`config.mk`:
```
export PLATFORM = sky130hd
export DESIGN_NAME = circle_rasterizer_core
export DESIGN_NICKNAME = d
export VERILOG_FILES = /design/src/hw/rtl/crast_pkg.sv /design/src/hw/rtl/circle_rasterizer_core.sv
export SDC_FILE = /design/constraint.sdc
export NUM_CORES = 1
export LEC_CHECK = 0
export BUFFER_PORTS_ARGS = -buffer_cell sky130_fd_sc_hd__buf_2
export CORE_UTILIZATION = 65
export CTS_BUF_LIST = sky130_fd_sc_hd__clkbuf_8
export CTS_CLUSTER_DIAMETER = 80
export DETAILED_ROUTE_END_ITERATION = 10
export HOLD_SLACK_MARGIN = 0.05
export PLACE_DENSITY = 0.95
export SLEW_MARGIN = 10
export SYNTH_ARGS = -nofsm -noshare
export SYNTH_HDL_FRONTEND = slang
export SYNTH_SLANG_ARGS = --single-unit
```
`constraint.sdc`:
```
create_clock -name aclk -period 8.1 [get_ports aclk]
set_clock_uncertainty 0.1 [all_clocks]
set_input_delay 2.025 -clock aclk [delete_from_list [all_inputs] [get_ports aclk]]
set_output_delay 2.025 -clock aclk [all_outputs]
set_load 0.02 [all_outputs]
```
`src/hw/rtl/crast_pkg.sv`:
```
// Shared constants, types and the coordinate wrap function of the circle rasterizer.
package crast_pkg;

    // Coordinate arithmetic width; results wrap to this many bits two's complement.
    localparam int COORD_WIDTH = 16;
    // Width of the span coordinate ports.
    localparam int OUT_WIDTH   = 16;
    // Full-precision width of a center plus or minus an offset.
    localparam int SUM_WIDTH   = 17;
    // Number of low bits of a sum that survive the wrap.
    localparam int WRAP_WIDTH  = (COORD_WIDTH < SUM_WIDTH) ? COORD_WIDTH : SUM_WIDTH;

    // Command codes of an input request.
    localparam logic CMD_START = 1'b0;
    localparam logic CMD_STEP  = 1'b1;

    // Index of the last span of one step in each mode.
    localparam logic [2:0] FILL_LAST_IDX    = 3'd3;
    localparam logic [2:0] OUTLINE_LAST_IDX = 3'd7;

    typedef logic signed [SUM_WIDTH-1:0] sum_t;
    typedef logic signed [OUT_WIDTH-1:0] coord_t;

    // Wrap a full-precision sum to the coordinate width and sign-extend to the port width.
    function automatic coord_t coord_wrap(input sum_t v);
        coord_t r;
        for (int i = 0; i < OUT_WIDTH; i++) begin
            r[i] = (i < WRAP_WIDTH) ? v[i] : v[WRAP_WIDTH-1];
        end
        return r;
    endfunction

endpackage

```
`src/hw/rtl/circle_rasterizer_core.sv`:
```
// Circle rasterizer core: iteration state, span sequencer and result register.
//
// Usage: the input channel (s_*) takes requests of two kinds. A start request
// (s_cmd = 0) latches center, radius and fill mode and gives no result. A step
// request (s_cmd = 1) runs one iteration of the circle loop and gives eight
// single-pixel points in outline mode or four horizontal spans in fill mode on
// the result channel (m_*), one per cycle while the receiver takes them;
// m_last_of_step marks the last one and m_finished marks the last one of the
// circle's final iteration. A step while no circle is in progress gives
// nothing. The first result of a step passes through the sequencer's busy
// register and then the result register. A step that produces results
// occupies the span sequencer, one span a cycle while the receiver is ready,
// and the next request is taken in the cycle the last span moves into the
// result register. Start requests and idle steps do not occupy the sequencer.
// The result register parts the two sides: while the receiver stalls, the
// current span holds and the sequencer waits behind it; s_ready then stays low
// only while the sequencer still owes spans.
// Reset (aresetn low, synchronous) clears the circle state, the sequencer and
// the result valid flag: no circle in progress and no result pending.
module circle_rasterizer_core
    import crast_pkg::*;
(
    input  logic                        aclk,
    input  logic                        aresetn,
    input  logic                        s_valid,
    output logic                        s_ready,
    input  logic                        s_cmd,
    input  logic signed [14:0]          s_center_x,
    input  logic signed [14:0]          s_center_y,
    input  logic        [13:0]          s_radius,
    input  logic                        s_fill_mode,
    output logic                        m_valid,
    input  logic                        m_ready,
    output logic signed [OUT_WIDTH-1:0] m_x_start,
    output logic signed [OUT_WIDTH-1:0] m_x_end,
    output logic signed [OUT_WIDTH-1:0] m_row,
    output logic                        m_last_of_step,
    output logic                        m_finished
);

    // Circle state.
    logic signed [14:0] offset_x_reg;
    logic signed [14:0] offset_y_reg;
    logic signed [16:0] decision_reg;
    logic signed [14:0] center_x_reg;
    logic signed [14:0] center_y_reg;
    logic        [13:0] radius_reg;
    logic               fill_reg;
    logic               active_reg;

    // Span sequencer: snapshot of one step and the index of the next span.
    logic               emit_busy_reg;
    logic        [2:0]  emit_idx_reg;
    logic signed [14:0] snap_cx_reg;
    logic signed [14:0] snap_cy_reg;
    logic signed [14:0] snap_x_reg;
    logic signed [14:0] snap_y_reg;
    logic               snap_fill_reg;
    logic               snap_fin_reg;

    // Result register.
    logic               m_valid_reg;
    coord_t             x_start_reg;
    coord_t             x_end_reg;
    coord_t             row_reg;
    logic               last_reg;
    logic               fin_reg;

    logic               s_accept;
    logic               step_emits;
    logic               step_stops;
    logic               out_load;
    logic               emit_adv;
    logic               emit_last;

    logic signed [17:0] d_ext;
    logic signed [17:0] x_ext;
    logic signed [17:0] y_ext;
    logic signed [17:0] r_ext;
    logic signed [17:0] d_sum;
    logic signed [16:0] decision_next;
    logic signed [14:0] offset_x_next;
    logic signed [14:0] offset_y_next;
    logic               fin_next;

    sum_t               cx_ext;
    sum_t               cy_ext;
    sum_t               sx_ext;
    sum_t               sy_ext;
    sum_t               cx_px;
    sum_t               cx_mx;
    sum_t               cx_py;
    sum_t               cx_my;
    sum_t               cy_px;
    sum_t               cy_mx;
    sum_t               cy_py;
    sum_t               cy_my;
    sum_t               span_xs;
    sum_t               span_xe;
    sum_t               span_row;

    // Handshake and sequencer control.
    assign out_load   = !m_valid_reg || m_ready;
    assign emit_adv   = emit_busy_reg && out_load;
    assign emit_last  = (emit_idx_reg == (snap_fill_reg ? FILL_LAST_IDX : OUTLINE_LAST_IDX));
    assign s_ready    = !emit_busy_reg || (emit_adv && emit_last);
    assign s_accept   = s_valid && s_ready;
    assign step_emits = (s_cmd == CMD_STEP) && active_reg && (offset_y_reg >= offset_x_reg);
    assign step_stops = (s_cmd == CMD_STEP) && active_reg && (offset_y_reg < offset_x_reg);

    // Three-case update of the decision variable and offsets.
    always_comb begin
        d_ext = {decision_reg[16], decision_reg};
        x_ext = {{3{offset_x_reg[14]}}, offset_x_reg};
        y_ext = {{3{offset_y_reg[14]}}, offset_y_reg};
        r_ext = {4'b0000, radius_reg};
        if (d_ext >= (x_ext + x_ext)) begin
            d_sum         = d_ext - (x_ext + x_ext) - 18'sd1;
            offset_x_next = offset_x_reg + 15'sd1;
            offset_y_next = offset_y_reg;
        end else if (d_ext < ((r_ext - y_ext) + (r_ext - y_ext))) begin
            d_sum         = d_ext + (y_ext + y_ext) - 18'sd1;
            offset_x_next = offset_x_reg;
            offset_y_next = offset_y_reg - 15'sd1;
        end else begin
            d_sum         = d_ext + ((y_ext - x_ext - 18'sd1) + (y_ext - x_ext - 18'sd1));
            offset_x_next = offset_x_reg + 15'sd1;
            offset_y_next = offset_y_reg - 15'sd1;
        end
        decision_next = d_sum[16:0];
        fin_next      = (offset_y_next < offset_x_next);
    end

    // Circle state registers.
    always_ff @(posedge aclk) begin
        if (!aresetn) begin
            offset_x_reg <= '0;
            offset_y_reg <= '0;
            decision_reg <= '0;
            center_x_reg <= '0;
            center_y_reg <= '0;
            radius_reg   <= '0;
            fill_reg     <= 1'b0;
            active_reg   <= 1'b0;
        end else if (s_accept) begin
            if (s_cmd == CMD_START) begin
                center_x_reg <= s_center_x;
                center_y_reg <= s_center_y;
                radius_reg   <= s_radius;
                fill_reg     <= s_fill_mode;
                offset_x_reg <= '0;
                offset_y_reg <= {1'b0, s_radius};
                decision_reg <= {3'b000, s_radius} - 17'sd1;
                active_reg   <= 1'b1;
            end else if (step_emits) begin
                offset_x_reg <= offset_x_next;
                offset_y_reg <= offset_y_next;
                decision_reg <= decision_next;
                if (fin_next) begin
                    active_reg <= 1'b0;
                end
            end else if (step_stops) begin
                active_reg <= 1'b0;
            end
        end
    end

    // Sequencer control: load a snapshot on a step, walk the span index.
    always_ff @(posedge aclk) begin
        if (!aresetn) begin
            emit_busy_reg <= 1'b0;
            emit_idx_reg  <= '0;
        end else if (s_accept && step_emits) begin
            emit_busy_reg <= 1'b1;
            emit_idx_reg  <= '0;
        end else if (emit_adv) begin
            if (emit_last) begin
                emit_busy_reg <= 1'b0;
            end else begin
                emit_idx_reg <= emit_idx_reg + 3'd1;
            end
        end
    end

    // Snapshot payload of the step being emitted.
    always_ff @(posedge aclk) begin
        if (s_accept && step_emits) begin
            snap_cx_reg   <= center_x_reg;
            snap_cy_reg   <= center_y_reg;
            snap_x_reg    <= offset_x_reg;
            snap_y_reg    <= offset_y_reg;
            snap_fill_reg <= fill_reg;
            snap_fin_reg  <= fin_next;
        end
    end

    // Center plus and minus each offset at full precision.
    always_comb begin
        cx_ext = {{2{snap_cx_reg[14]}}, snap_cx_reg};
        cy_ext = {{2{snap_cy_reg[14]}}, snap_cy_reg};
        sx_ext = {{2{snap_x_reg[14]}}, snap_x_reg};
        sy_ext = {{2{snap_y_reg[14]}}, snap_y_reg};
        cx_px  = cx_ext + sx_ext;
        cx_mx  = cx_ext - sx_ext;
        cx_py  = cx_ext + sy_ext;
        cx_my  = cx_ext - sy_ext;
        cy_px  = cy_ext + sx_ext;
        cy_mx  = cy_ext - sx_ext;
        cy_py  = cy_ext + sy_ext;
        cy_my  = cy_ext - sy_ext;
    end

    // Select the span for the current index.
    always_comb begin
        span_xs  = cx_px;
        span_xe  = cx_px;
        span_row = cy_py;
        if (snap_fill_reg) begin
            case (emit_idx_reg[1:0])
                2'd0: begin
                    span_xs  = cx_my;
                    span_xe  = cx_py;
                    span_row = cy_px;
                end
                2'd1: begin
                    span_xs  = cx_mx;
                    span_xe  = cx_px;
                    span_row = cy_py;
                end
                2'd2: begin
                    span_xs  = cx_mx;
                    span_xe  = cx_px;
                    span_row = cy_my;
                end
                default: begin
                    span_xs  = cx_my;
                    span_xe  = cx_py;
                    span_row = cy_mx;
                end
            endcase
        end else begin
            case (emit_idx_reg)
                3'd0: begin
                    span_xs  = cx_px;
                    span_row = cy_py;
                end
                3'd1: begin
                    span_xs  = cx_py;
                    span_row = cy_px;
                end
                3'd2: begin
                    span_xs  = cx_mx;
                    span_row = cy_py;
                end
                3'd3: begin
                    span_xs  = cx_my;
                    span_row = cy_px;
                end
                3'd4: begin
                    span_xs  = cx_px;
                    span_row = cy_my;
                end
                3'd5: begin
                    span_xs  = cx_py;
                    span_row = cy_mx;
                end
                3'd6: begin
                    span_xs  = cx_mx;
                    span_row = cy_my;
                end
                default: begin
                    span_xs  = cx_my;
                    span_row = cy_mx;
                end
            endcase
            span_xe = span_xs;
        end
    end

    // Result register valid flag.
    always_ff @(posedge aclk) begin
        if (!aresetn) begin
            m_valid_reg <= 1'b0;
        end else if (out_load) begin
            m_valid_reg <= emit_busy_reg;
        end
    end

    // Result register payload.
    always_ff @(posedge aclk) begin
        if (emit_adv) begin
            x_start_reg <= coord_wrap(span_xs);
            x_end_reg   <= coord_wrap(span_xe);
            row_reg     <= coord_wrap(span_row);
            last_reg    <= emit_last;
            fin_reg     <= emit_last && snap_fin_reg;
        end
    end

    assign m_valid        = m_valid_reg;
    assign m_x_start      = x_start_reg;
    assign m_x_end        = x_end_reg;
    assign m_row          = row_reg;
    assign m_last_of_step = last_reg;
    assign m_finished     = fin_reg;

endmodule
```
After elaboration in Yosys (flattened, before gate mapping)
Index checks and enable logic that the tools add are counted.
Storage, ports and cells
  register bits after elaboration: 210
Cells by class
  add/subtract/negate cells: 24
  equal/unequal tests: 12
  mux-type cells: 27
  reduce and logical (&&, ||, !) cells: 29
  bitwise gates (word level): 3
  order comparisons: 5
Operators by type and width (number)
  $pmux 16 s3: 3
  $mux 15: 7
  $add 15x15->16: 6
  $sub 15x15->16: 6
  $mux 16: 5
  $mux 17: 4
  $add 17x17->17: 2
  $sub 17x2->17 const B: 2
  $lt 15x15->1: 2
  $add 16x16->17: 1
  $add 17x16->17: 1
  $ge 17x16->1: 1
  $lt 17x17->1: 1
  $sub 16x2->17 const B: 1
  $sub 17x16->17: 1
  $reduce_or 2->1: 8
  $add 15x2->15 const B: 1
  $ge 15x15->1: 1
  $sub 14x1->15 const B: 1
  $sub 15x2->15 const B: 1
  $eq 3x3->1 const B: 3
  $logic_and 1x1->1: 8
  $reduce_and 2->1: 4
  $mux 1: 7
  other kinds (17): 23

Depth between registers and ports, before layout
  depth after elaboration: 9
  depth in mapped cells: 32
  gate-level depth less buffers: 32

Worst setup path after synthesis
No wires, ideal clock.
  path kind: register to register
  start point: reg offset_y_reg[0]
  end point: reg snap_fin_reg, data pin
  slack: 1.821 ns
  buffers on the path: 0
  library setup time: 0.276 ns
  arrival time: 5.903 ns
  stages on the path, launching flop included: 30
  clock period less this slack: 6.279 ns
  cell sequence: dfxtp_1 -> ha_1 -> inv_1 -> fa_1 -> a21o_1 -> a21oi_1 -> o21ai_0 -> a21oi_1 -> o21ai_0 -> a21oi_1 -> o21ai_0 -> a21oi_1 -> o21ai_0 -> a21o_1 -> a21oi_1 -> xnor2_1 -> ha_1 -> nand4_2 -> nor4_4 -> a2111oi_2 -> a2bb2oi_4 -> nor3_1 -> nor4_2 -> nand3_1 -> xnor2_1 -> ha_1 -> and4_1 -> o211ai_1 -> a2111oi_2 -> o22ai_2
Between the ends
  cells in the longest elaborated chain, start to end: 6
  elaborated cells between the ends (all ways): 8
RTL lines
  from (decl): line circle_rasterizer_core.sv:43  | logic signed [14:0] offset_y_reg;
  from (signal assigned): line circle_rasterizer_core.sv:152  | offset_y_reg <= {1'b0, s_radius};
  from (signal assigned): line circle_rasterizer_core.sv:157  | offset_y_reg <= offset_y_next;
  $sub 15x15->16: line circle_rasterizer_core.sv:121  | end else if (d_ext < ((r_ext - y_ext) + (r_ext - y_ext))) begin
  $add 16x16->17: line circle_rasterizer_core.sv:121
  $lt 17x17->1: line circle_rasterizer_core.sv:121
  $mux 15: line circle_rasterizer_core.sv:121
  $mux 15: line circle_rasterizer_core.sv:117  | if (d_ext >= (x_ext + x_ext)) begin
  $lt 15x15->1 *: line circle_rasterizer_core.sv:131  | fin_next = (offset_y_next < offset_x_next);
  via fin_next: line circle_rasterizer_core.sv:84  | logic fin_next;
  to (signal assigned): line circle_rasterizer_core.sv:193  | snap_fin_reg <= fin_next;
  to (decl): line circle_rasterizer_core.sv:59  | logic snap_fin_reg;
The timed path passes the listed nets; every way through them passes the cells marked *.
A chain may end at the register's enable or synchronous reset.

Final worst setup path
Ends and elaborated chain as after synthesis.

==> flow_summary.yaml <==
grt:
  global_route_wire_length_before_repair_um: 93700
  grt_pass1_vias: 18100
  grt_max_degree: 92
  grt.overflow.total: 0
  grt_use_total_pct: 38.9
  grt_antenna_before_repair: 0
floorplan:
  die_h_um: 176
  initial_utilization_pct: 66.2
  core_area_mm2: 0.0297
  die_span_in_x_um: 176
  design.die.area_mm2: 0.0310
  rows: 63
  num_io_pins: 102
clock_network:
  cts_num_sinks: 209
  clk-insertion-delay-late_ps: 570
  cts_max_level: 2
  hold_buffers: 0
  ctsRootBufferMaster: "sky130_fd_sc_hd__clkbuf_8"
  postCtsSetupRepairBufs: 0
  clock_tree_from_tritoncts: "yes"
  cts.path.max_buffers: 3
  clkTransAtPathRegs_ps: 70
  cts_resized: 0
  cts_made_buffers: 38
final_layout:
  antenna_cells_inserted: 0
  area.growth.synth_to_final_pct: 8.15
  finalNetCount: 2774
  drive_gt1_share_pct: 8.82
  largest_register_ff_count: 17
  fill_cells: 2328
placed_design:
  place_congestion: 0.983
  place_hpwl_um: 45700
  io_buffer_count: 101
  place_worst_setup_slack_ps: 983
route:
  post_drt_wl_per_cell_um: 21.1
  drtAntennaViolNets: 0
  first_iter_violations: 1777
  drt_drc_violations_left: 0
  routed-via-count: 18500
  drt-total-wl_um: 60700
  number_of_vias_per_cell_after_detailed_routing: 6.41
  length_of_the_first_detailed_routing_pass_in_iterations: 6
logic_synthesis:
  primary_flip_flop_cell_chosen_by_synthesis_mapping: "sky130_fd_sc_hd__edfxtp_1"
  asyncSetResetFlopFracSynth_pct: 0
  ys_types: 84
  synthesized_netlist_cell_count: 2411
  syn-cell-area_mm2: 0.0197
  synth_area_per_cell_um2: 8.16
  mappedNetlistNets: 2720
  synth-edff-count: 111
  synth-warning-count: 0
  seq_area_frac_synth_pct: 26.9
  synth.ff_latch_count: 209
sta:
  timing.setup.tns_ps: 0
  grt_setup_unrepaired: "no"
  final_period_minus_worst_setup_slack_ps: 7190
  worst_pin_slew_ps: 1280
  final_setup_violation_count: 0
  timing_max_transition_violations_final: 0
  layout_worst_path_cycle_share_pct: 88.8
  timing.final.hold_violations: 0
  max_freq_mhz: 139
  post-route-worst-setup-slack_ps: 905
  slew-limit-headroom_pct: 14.4
setup_path:
  setup.worst_path.end_class: "flop"
  crit_arrival_ps: 7380
  critical_path.startpoint_type: "flop"
  worst_path_largest_cell_delay_ps: 520
  timing_worst_setup_path_type: "reg -> reg"
  timing.critical_path.fanout_max: 7
  critical_path.top_delay_family: "compound AO/OA/AOI/OAI gates"
  crit_slowest_cell: "sky130_fd_sc_hd__nor4_2"
  critical-path-top-cell-by-count: "sky130_fd_sc_hd__a21oi_1"
  critical_path.n_buffers_inverters: 1
  cp.required_ps: 8280
power:
  proportion_of_power_drawn_by_combinational_gates_pct: 60.4
  power_share_of_the_clock_group_pct: 17.9
  sw_share_pct: 46.0
  internal_power_w: 0.00347
  static-leakage-power_nw: 9.07
  power_frac_seq_pct: 21.6
  vdd_drop_max_mv: 0.270
  pwr_density_cell_mw_per_mm2: 302
  p_switching_w: 0.00295
run:
  cap_viol_max_count: 0
outcome:
  run_status: "completed"
hold_path:
  timing.hold.worst.class: "reg -> reg"
-- worst paths after layout --
kind,startpoint,to,slack (ps),cells past startpoint
worst max-delay path,offset_y_reg[0],snap_fin_reg,910,29
worst min-delay path,center_y_reg[11],snap_cy_reg[11],330,0
worst max register to register,offset_y_reg[0],snap_fin_reg,910,29
worst min register to register,center_y_reg[11],snap_cy_reg[11],330,0
-- through the flow --
stage                     utilization (%)  power [W]  area [um2]  std cells  hold slack (ps)
after detailed placement             68.8    0.00516       20400       2815              316
final                                71.6    0.00642       21300       2883              327
after floorplan                         -    0.00424       19700       2411              306
after global placement               68.8    0.00506       20400       2815              312
after CTS                            71.6    0.00633       21300       2883              320
after global routing                 71.6    0.00681       21300       2883              328
-- layout make-up --
class	instances	area (um2)	area share [%]
sequential	209	5300	24.9
inverter	220	826	3.88
multi-input combinational	1875	13200	61.9
clock inverter	23	233	1.09
tap	390	488	2.29
timing repair buffer	121	656	3.08
clock buffer	45	619	2.91
-- routing by layer --
layer  up-vias  part of all wire [%]  global-route usage (%)
li1       8669                     -                       -
met2       929                    47                    66.7
met4         0                   6.2                    23.4
met5         -                     0                       0
met3       252                   8.0                    5.77
met1      8640                    39                    46.0
-- kinds of logic after synthesis --
group                    Yosys count  share of synthesized area, %
AND/OR/NAND/NOR                  673                          15.5
XOR/XNOR                         201                          8.98
multiplexers                      40                          2.07
adder cells (fa/ha/maj)          260                          17.0
buffers and inverters            327                          6.27
flip-flops                       209                          26.9
AO/OA/AOI/OAI                    701                          23.2
-- cells in the final DEF (no fill, tap or decap), types with 98 or more instances in the layout --
cell                       Yosys  final
sky130_fd_sc_hd__nor2_1      182    180
sky130_fd_sc_hd__buf_2         3    101
sky130_fd_sc_hd__o21ai_0     129    129
sky130_fd_sc_hd__edfxtp_1    111    111
sky130_fd_sc_hd__a21oi_1     228    228
sky130_fd_sc_hd__xnor2_1     142    142
sky130_fd_sc_hd__dfxtp_1      98     98
sky130_fd_sc_hd__ha_1        246    246
sky130_fd_sc_hd__nand2_1     254    254
sky130_fd_sc_hd__inv_1       219    227
-- power by group through the flow --
| stage | sequential [W] | combinational, W | clock (W) |
|---|---|---|---|
| 2_1_floorplan | 0.00138 | 0.00285 | 0 |
| 3_3_place_gp | 0.00140 | 0.00365 | 0 |
| 3_5_place_dp | 0.00141 | 0.00376 | 0 |
| 4_1_cts | 0.00138 | 0.00379 | 0.00115 |
| 5_1_grt | 0.00140 | 0.00422 | 0.00119 |
| 6_report | 0.00139 | 0.00388 | 0.00115 |
-- cells in the mapped netlist, types with 10 or more instances --
cell / n / area, um2
sky130_fd_sc_hd__nand2_1: 254 / 953
sky130_fd_sc_hd__ha_1: 246 / 3080
sky130_fd_sc_hd__a21oi_1: 228 / 1140
sky130_fd_sc_hd__inv_1: 219 / 822
sky130_fd_sc_hd__nor2_1: 182 / 683
sky130_fd_sc_hd__xnor2_1: 142 / 1240
sky130_fd_sc_hd__o21ai_0: 129 / 646
sky130_fd_sc_hd__edfxtp_1: 111 / 3330
sky130_fd_sc_hd__dfxtp_1: 98 / 1960
sky130_fd_sc_hd__clkbuf_1: 95 / 357
sky130_fd_sc_hd__nor3_1: 61 / 305
sky130_fd_sc_hd__xor2_1: 58 / 508
sky130_fd_sc_hd__a21o_1: 45 / 338
sky130_fd_sc_hd__nand3_1: 42 / 210
sky130_fd_sc_hd__o21bai_1: 40 / 300
sky130_fd_sc_hd__mux2i_1: 34 / 340
sky130_fd_sc_hd__o211ai_1: 30 / 225
sky130_fd_sc_hd__a211oi_1: 28 / 210
sky130_fd_sc_hd__nor2b_1: 25 / 156
sky130_fd_sc_hd__a31oi_1: 24 / 150
sky130_fd_sc_hd__nand2b_1: 23 / 144
sky130_fd_sc_hd__a221oi_1: 21 / 184
sky130_fd_sc_hd__o21a_1: 18 / 135
sky130_fd_sc_hd__a21boi_0: 16 / 120
sky130_fd_sc_hd__o22ai_1: 16 / 100
sky130_fd_sc_hd__and2_1: 15 / 93.8
sky130_fd_sc_hd__or3_1: 15 / 93.8
sky130_fd_sc_hd__fa_1: 13 / 260
sky130_fd_sc_hd__nand4_1: 11 / 68.8
sky130_fd_sc_hd__a222oi_1: 10 / 100
sky130_fd_sc_hd__and3_1: 10 / 62.6
-- worst reg2reg max path: cells and delay by family, from the launching register on --
| kind | cells | cell delay, ps |
|---|---|---|
| buf+inv | 1 | 50 |
| xor+xnor | 2 | 250 |
| compound gates | 16 | 3140 |
| simple gates | 6 | 1590 |
| flops | 1 | 470 |
| fa+ha+maj | 4 | 1300 |
No activity file was read; power rests on OpenSTA's default activity.
